==> src/rtl/bitmap_free_slot_allocator_macros.svh <==
// Assertion macros shared by the bitmap free-slot allocator RTL.
`ifndef BITMAP_FREE_SLOT_ALLOCATOR_MACROS_SVH
`define BITMAP_FREE_SLOT_ALLOCATOR_MACROS_SVH

// Same-cycle implication, sampled on clk, off while rst_n is low.
`define BFSA_ASSERT_IMP(lbl, ante, cons) \
  lbl: assert property (@(posedge clk) disable iff (!rst_n) (ante) |-> (cons)) \
    else $error("bfsa assertion failed");

// Next-cycle implication, sampled on clk, off while rst_n is low.
`define BFSA_ASSERT_NXT(lbl, ante, cons) \
  lbl: assert property (@(posedge clk) disable iff (!rst_n) (ante) |=> (cons)) \
    else $error("bfsa assertion failed");

`endif

==> src/rtl/bfsa_pkg.sv <==
// Types and constants of the bitmap free-slot allocator.
`timescale 1ns / 1ps
package bfsa_pkg;

  localparam int MAX_SLOTS  = 4096;
  localparam int WORD_BITS  = 16;
  localparam int WORD_COUNT = (MAX_SLOTS + WORD_BITS - 1) / WORD_BITS;
  localparam int BIT_W      = $clog2(WORD_BITS);
  localparam int WADDR_W    = $clog2(WORD_COUNT);
  localparam int IDX_W      = 12;
  localparam int SIZE_W     = 13;

  typedef enum logic [1:0] {
    CMD_CLEAR = 2'd0,
    CMD_SET   = 2'd1,
    CMD_FIND  = 2'd2,
    CMD_BAD   = 2'd3
  } cmd_t;

  typedef enum logic [1:0] {
    ST_OK     = 2'd0,
    ST_FULL   = 2'd1,
    ST_BADCMD = 2'd2,
    ST_RANGE  = 2'd3
  } status_t;

  typedef enum logic [1:0] {
    S_IDLE,
    S_RMW,
    S_SCAN,
    S_RESP
  } state_t;

  typedef struct packed {
    status_t           status;
    logic [SIZE_W-1:0] found;
  } res_t;

endpackage

==> src/rtl/bfsa_ctrl.sv <==
// Command sequencer: read-modify-write of bitmap words and first-free scan.
`timescale 1ns / 1ps
`include "bitmap_free_slot_allocator_macros.svh"
module bfsa_ctrl (
  input  logic                           clk,
  input  logic                           rst_n,
  input  logic                           in_tvalid,
  output logic                           in_tready,
  input  logic [1:0]                     in_cmd,
  input  logic [bfsa_pkg::IDX_W-1:0]     in_idx,
  input  logic [bfsa_pkg::SIZE_W-1:0]    size,
  output logic [bfsa_pkg::WADDR_W-1:0]   ram_raddr,
  output logic                           ram_we,
  output logic [bfsa_pkg::WADDR_W-1:0]   ram_waddr,
  output logic [bfsa_pkg::WORD_BITS-1:0] ram_wdata,
  input  logic [bfsa_pkg::WORD_BITS-1:0] ram_rdata,
  output logic                           res_valid,
  input  logic                           res_ready,
  output bfsa_pkg::res_t                 res
);

  localparam int WB = bfsa_pkg::WORD_BITS;
  localparam int BW = bfsa_pkg::BIT_W;
  localparam int AW = bfsa_pkg::WADDR_W;
  localparam int SW = bfsa_pkg::SIZE_W;

  bfsa_pkg::state_t state_r, state_nxt;
  bfsa_pkg::cmd_t   cmd_r, cmd_nxt;
  bfsa_pkg::res_t   res_r, res_nxt;
  logic [AW-1:0]    w_r, w_nxt;
  logic [BW-1:0]    bit_r, bit_nxt;
  logic [SW-1:0]    size_r, size_nxt;
  logic [bfsa_pkg::WORD_COUNT-1:0] vld_r, vld_nxt;

  bfsa_pkg::cmd_t   cmd_in;
  logic [SW-1:0]    size_m1;
  logic [AW-1:0]    last_w;
  logic [BW-1:0]    lim;
  logic [WB-1:0]    word_eff;
  logic [WB-1:0]    scan_word;
  logic             hit;
  logic [BW-1:0]    pos;
  logic             in_fire;

  assign cmd_in   = bfsa_pkg::cmd_t'(in_cmd);
  assign size_m1  = size_r - SW'(1);
  assign last_w   = size_m1[BW +: AW];
  assign lim      = size_r[BW-1:0];
  assign word_eff = vld_r[w_r] ? ram_rdata : '0;
  assign in_fire  = in_tvalid && in_tready;

  // Slots at or above the size count as used on the last word.
  always_comb begin
    scan_word = word_eff;
    if (w_r == last_w && lim != '0) begin
      for (int b = 0; b < WB; b++) begin
        if (BW'(b) >= lim) scan_word[b] = 1'b1;
      end
    end
  end

  always_comb begin
    hit = 1'b0;
    pos = '0;
    for (int b = WB - 1; b >= 0; b--) begin
      if (!scan_word[b]) begin
        hit = 1'b1;
        pos = BW'(b);
      end
    end
  end

  always_ff @(posedge clk) begin
    if (!rst_n) begin
      state_r <= bfsa_pkg::S_IDLE;
      vld_r   <= '0;
    end else begin
      state_r <= state_nxt;
      vld_r   <= vld_nxt;
    end
  end

  always_ff @(posedge clk) begin
    cmd_r  <= cmd_nxt;
    res_r  <= res_nxt;
    w_r    <= w_nxt;
    bit_r  <= bit_nxt;
    size_r <= size_nxt;
  end

  always_comb begin
    state_nxt = state_r;
    cmd_nxt   = cmd_r;
    res_nxt   = res_r;
    w_nxt     = w_r;
    bit_nxt   = bit_r;
    size_nxt  = size_r;
    vld_nxt   = vld_r;
    in_tready = 1'b0;
    res_valid = 1'b0;
    ram_raddr = w_r;
    ram_we    = 1'b0;
    ram_waddr = w_r;
    ram_wdata = word_eff;
    case (state_r)
      bfsa_pkg::S_IDLE: begin
        in_tready = 1'b1;
        ram_raddr = '0;
        if (in_tvalid) begin
          cmd_nxt  = cmd_in;
          size_nxt = size;
          res_nxt  = '{status: bfsa_pkg::ST_OK, found: '0};
          case (cmd_in)
            bfsa_pkg::CMD_CLEAR, bfsa_pkg::CMD_SET: begin
              if ({1'b0, in_idx} >= size) begin
                res_nxt.status = bfsa_pkg::ST_RANGE;
                state_nxt      = bfsa_pkg::S_RESP;
              end else begin
                w_nxt     = in_idx[BW +: AW];
                bit_nxt   = in_idx[BW-1:0];
                ram_raddr = in_idx[BW +: AW];
                state_nxt = bfsa_pkg::S_RMW;
              end
            end
            bfsa_pkg::CMD_FIND: begin
              if (size == '0) begin
                res_nxt.status = bfsa_pkg::ST_FULL;
                state_nxt      = bfsa_pkg::S_RESP;
              end else begin
                w_nxt     = '0;
                state_nxt = bfsa_pkg::S_SCAN;
              end
            end
            default: begin
              res_nxt.status = bfsa_pkg::ST_BADCMD;
              state_nxt      = bfsa_pkg::S_RESP;
            end
          endcase
        end
      end
      bfsa_pkg::S_RMW: begin
        ram_we = 1'b1;
        if (cmd_r == bfsa_pkg::CMD_SET) begin
          ram_wdata = word_eff | (WB'(1) << bit_r);
        end else begin
          ram_wdata = word_eff & ~(WB'(1) << bit_r);
        end
        vld_nxt[w_r] = 1'b1;
        state_nxt    = bfsa_pkg::S_RESP;
      end
      bfsa_pkg::S_SCAN: begin
        ram_raddr = w_r + AW'(1);
        if (hit) begin
          res_nxt.found = SW'({w_r, pos});
          state_nxt     = bfsa_pkg::S_RESP;
        end else if (w_r == last_w) begin
          res_nxt.status = bfsa_pkg::ST_FULL;
          res_nxt.found  = size_r;
          state_nxt      = bfsa_pkg::S_RESP;
        end else begin
          w_nxt = w_r + AW'(1);
        end
      end
      bfsa_pkg::S_RESP: begin
        res_valid = 1'b1;
        if (res_ready) state_nxt = bfsa_pkg::S_IDLE;
      end
      default: begin
        state_nxt = bfsa_pkg::S_IDLE;
      end
    endcase
  end

  assign res = res_r;

  `BFSA_ASSERT_NXT(a_accept_leaves_idle, in_fire, state_r != bfsa_pkg::S_IDLE)
  `BFSA_ASSERT_IMP(a_write_only_in_rmw, ram_we, state_r == bfsa_pkg::S_RMW)
  `BFSA_ASSERT_IMP(a_full_only_from_find, res_valid && res_r.status == bfsa_pkg::ST_FULL, cmd_r == bfsa_pkg::CMD_FIND)
  `BFSA_ASSERT_IMP(a_scan_in_bounds, state_r == bfsa_pkg::S_SCAN, w_r <= last_w)

endmodule

==> config.mk <==
export PLATFORM = sky130hd
export DESIGN_NAME = bfsa_ctrl
export DESIGN_NICKNAME = d
export VERILOG_FILES = /design/src/rtl/bfsa_pkg.sv /design/src/rtl/bfsa_ctrl.sv
export VERILOG_INCLUDE_DIRS = /design/src /design/src/rtl
export SDC_FILE = /design/constraint.sdc
export NUM_CORES = 1
export LEC_CHECK = 0
export BUFFER_PORTS_ARGS = -buffer_cell sky130_fd_sc_hd__buf_2
export CORE_AREA = 4 4 137 192
export DETAILED_ROUTE_END_ITERATION = 6
export DIE_AREA = 0 0 141 196
export PLACE_DENSITY = 0.87
export SLEW_MARGIN = 20
export SYNTH_ARGS = -nofsm -noshare
export SYNTH_HDL_FRONTEND = slang
export SYNTH_SLANG_ARGS = --single-unit
==> constraint.sdc <==
create_clock -name clk -period 4.8 [get_ports clk]
set_clock_uncertainty 0.2 [all_clocks]
set_input_delay 0.96 -clock clk [delete_from_list [all_inputs] [get_ports clk]]
set_output_delay 0.96 -clock clk [all_outputs]
set_load 0.02 [all_outputs]
==> metrics.json <==
{
  "status": "complete, no violations",
  "cp.arrival_ps": 3620,
  "grt_residual_overflow": 0,
  "internal-power_w": 0.00570,
  "htree_levels": 1,
  "max-vdd-ir-drop_v": 0.000431,
  "slew_headroom": 0.255,
  "min_delay_path_depth": 1,
  "vias": 13082,
  "worstSetupPathType": "reg2out",
  "synth-seq-cells": 300,
  "antenna_nets_post_route": 0,
  "die-width_um": 141,
  "dr_wl_met2_um": 22300,
  "comb_power_share": 0.460,
  "critPathMaxStageDelay_ps": 450,
  "layout.area.seq_sq_mm": 0.00643,
  "buffer_ports.inserted": 96,
  "tritoncts_clock_tree": "yes",
  "path_cells": "buf_12 -> buf_12 -> clkbuf_16 -> mux4_2 -> mux2i_1 -> a21oi_1 -> o211ai_1 -> a41oi_4 -> buf_12 -> and2_1 -> nand2_1 -> o21ai_0 -> buf_2",
  "fraction_of_the_yosys_area_taken_by_sequential_cells": 0.440,
  "initial_core_utilization": 0.597,
  "ctsLongestPathBuffers": 3,
  "layout.cells.most_common_list": "sky130_fd_sc_hd__dfxtp_1, sky130_fd_sc_hd__a21oi_1, sky130_fd_sc_hd__nor2b_1, sky130_fd_sc_hd__nor2_1, sky130_fd_sc_hd__buf_2",
  "dr.max_layer_used": "met4",
  "route.layer.met1.wl_um": 16200,
  "drv_slew": 0,
  "worstSetupEndpointType": "output port",
  "timing.rr.start": "ram_waddr[0]",
  "hold_viol_final": 0,
  "timing_worst_slew_pin_value_ps": 1120,
  "numClockSinks": 300,
  "gp_routability_congestion": 1.02,
  "sw_frac_of_total": 0.410,
  "cells_after_synth": 1577,
  "netlist-cell-type-count": 77,
  "buffering_stage_count_on_the_worst_path_with_inverters_included": 5,
  "wl_met3_um": 4240,
  "critPathTopFamily": "compound AO/OA/AOI/OAI gates",
  "drtPass1Iterations": 6,
  "routed_vias_inst": 6.54,
  "max_clock_freq_mhz": 209,
  "holdCritStartpoint": "vld_r[156]",
  "layout.cell_area.non_filler_sq_mm": 0.0167,
  "detailedPlacementHpwl_um": 31200,
  "num-fill-cells": 1833,
  "fin_nets": 1732,
  "critPathLaunchType": "flop",
  "final_min_period_over_clock_period": 0.995,
  "dpl-instance-area_sq_mm": 0.0155,
  "worst_r2r_endpoint": "ram_waddr[5]",
  "switching_component_of_the_power_w": 0.00396,
  "post-route-min-period_ps": 4780,
  "average_wire_length_per_cell_after_detail_routing_um": 23.4,
  "hp-class": "reg2reg",
  "synth-async-reset-ratio": 0,
  "r2r.worst_path.cells": 17,
  "synth_edf_count": 42,
  "multiInputGateArea_sq_mm": 0.00759,
  "clk_transition_reported_paths_ps": 70,
  "ys.warnings.count": 0,
  "cp_common_cell": "sky130_fd_sc_hd__buf_12",
  "rrSetupSlack_ps": 220,
  "route.detailed.drc": 0,
  "first_global_vias": 12754,
  "diodes": 0,
  "critPathMaxFanout": 13,
  "power.clock.fraction": 0.234,
  "mostFrequentLayoutCell": "sky130_fd_sc_hd__dfxtp_1",
  "route.final.wire_length_um": 46800,
  "root_buffer": "sky130_fd_sc_hd__clkbuf_16",
  "cts_buffers": 29,
  "timing.max_cap.violations": 0,
  "starting_drt_drc_count": 1205,
  "fin_worst_hold_slack_ps": 263,
  "grt_first_pass_wirelength_um": 70400,
  "final_total_pwr_w": 0.00965,
  "syn_avg_cell_area_sq_um": 9.27,
  "post_route_cells_drive_above_1_share": 0.166,
  "leakage_nw": 6.23,
  "power_density_cells_mw_per_mm2": 576,
  "design.core.area_sq_mm": 0.0245,
  "row_count": 68,
  "hold-path-endpoint": "vld_r[156]",
  "antenna_found_initial": 0,
  "die_y_um": 196,
  "die_area_sq_mm": 0.0276,
  "synth_fp_nets": 1644,
  "global_router_s_overall_resource_usage": 0.321,
  "insertion_delay_ps": 560,
  "worstPathRequired_ps": 3640,
  "power.sequential.fraction": 0.306,
  "post_syn_area_sq_mm": 0.0146,
  "ios": 97,
  "setup_viol": 0,
  "maximum_number_of_pins_on_one_net_before_global_route_repair": 135,
  "areaGrowthSynthToFinish_pct": 14.5,
  "ys.flop_type": "sky130_fd_sc_hd__dfxtp_1",
  "timing.critical_path.slowest_stage_cell": "sky130_fd_sc_hd__edfxtp_1"
}
-- power groups by stage --
stage | logic (W) | clock network (W) | registers [W]
4_1_cts | 0.00400 | 0.00227 | 0.00297
6_report | 0.00443 | 0.00226 | 0.00295
5_1_grt | 0.00463 | 0.00236 | 0.00296
3_3_place_gp | 0.00389 | 0 | 0.00301
2_1_floorplan | 0.00250 | 0 | 0.00303
3_5_place_dp | 0.00393 | 0 | 0.00302
-- cells in the mapped netlist, drive strengths merged, types with 20 or more instances --
master | count | area (sq um)
mux4 | 24 | 541
mux2i | 91 | 911
dfxtp | 258 | 5160
ha | 20 | 250
inv | 28 | 105
buf | 27 | 203
a21oi | 207 | 1040
o21ai | 40 | 200
a22oi | 30 | 225
nor3 | 20 | 105
nor2b | 186 | 1160
o21a | 83 | 623
edfxtp | 42 | 1260
nand2 | 54 | 203
nor2 | 128 | 480
clkbuf | 97 | 364
nand3 | 50 | 255
-- per-layer routing --
metal  track usage  vias to the layer above
li1              -                     5795
met1         0.359                     6158
met2         0.550                      853
met3        0.0541                      276
met4         0.230                        0
met5             0                        -
-- registers in the layout (all words and copies together), names as in the netlist --
| name | cells |
|---|---|
| cmd_r | 2 |
| ram_waddr | 8 |
| bit_r | 4 |
| state_r | 2 |
| size_r | 13 |
| res | 15 |
| vld_r | 256 |
-- area by class of cell --
| type | count | area share |
|---|---|---|
| Multi-Input combinational cell | 1124 | 0.453 |
| Sequential cell | 300 | 0.384 |
| Timing Repair Buffer | 181 | 0.0772 |
| Clock buffer | 42 | 0.0512 |
| Tap cell | 315 | 0.0235 |
| Inverter | 29 | 0.00650 |
| Clock inverter | 8 | 0.00456 |
-- worst max-delay path by stage --
stage               slack (ps)         start             to  cells after the start
floorplan                  260     in_idx[0]   ram_raddr[6]                     12
finish                      20  ram_waddr[0]  ram_wdata[14]                     13
CTS                          7  ram_waddr[0]   ram_wdata[0]                     11
global placement           340     in_idx[0]   ram_raddr[5]                     15
detailed placement         290     in_idx[0]   ram_raddr[5]                     15
global route               -30  ram_waddr[0]  ram_wdata[14]                     14
-- through the flow --
stage	TNS (ps)	worst slack, ps	util	instances
global placement	0	345	0.633	1930
CTS	0	7.25	0.674	1981
detailed placement	0	292	0.634	1930
global route	-57.2	-25.9	0.683	1999
finish	0	22.6	0.683	1999
floorplan	0	258	-	1577
-- logic make-up after synthesis --
logic type | share of synthesized area
mux | 0.0993
compound gates | 0.201
xor+xnor | 0.00719
buf+inv | 0.0462
flops | 0.440
fa+ha+maj | 0.0171
simple gates | 0.189
-- repair_timing --
| action | CTS | global route |
|---|---|---|
| buffers inserted | 1 | 15 |
| cloned | 1 | 3 |
| hold buffers | 0 | 0 |
| resized for setup | 4 | 3 |
| pin swaps | 1 | 3 |
| setup endpoints to repair | 12 | 12 |
(Power assumes the default switching activity.)
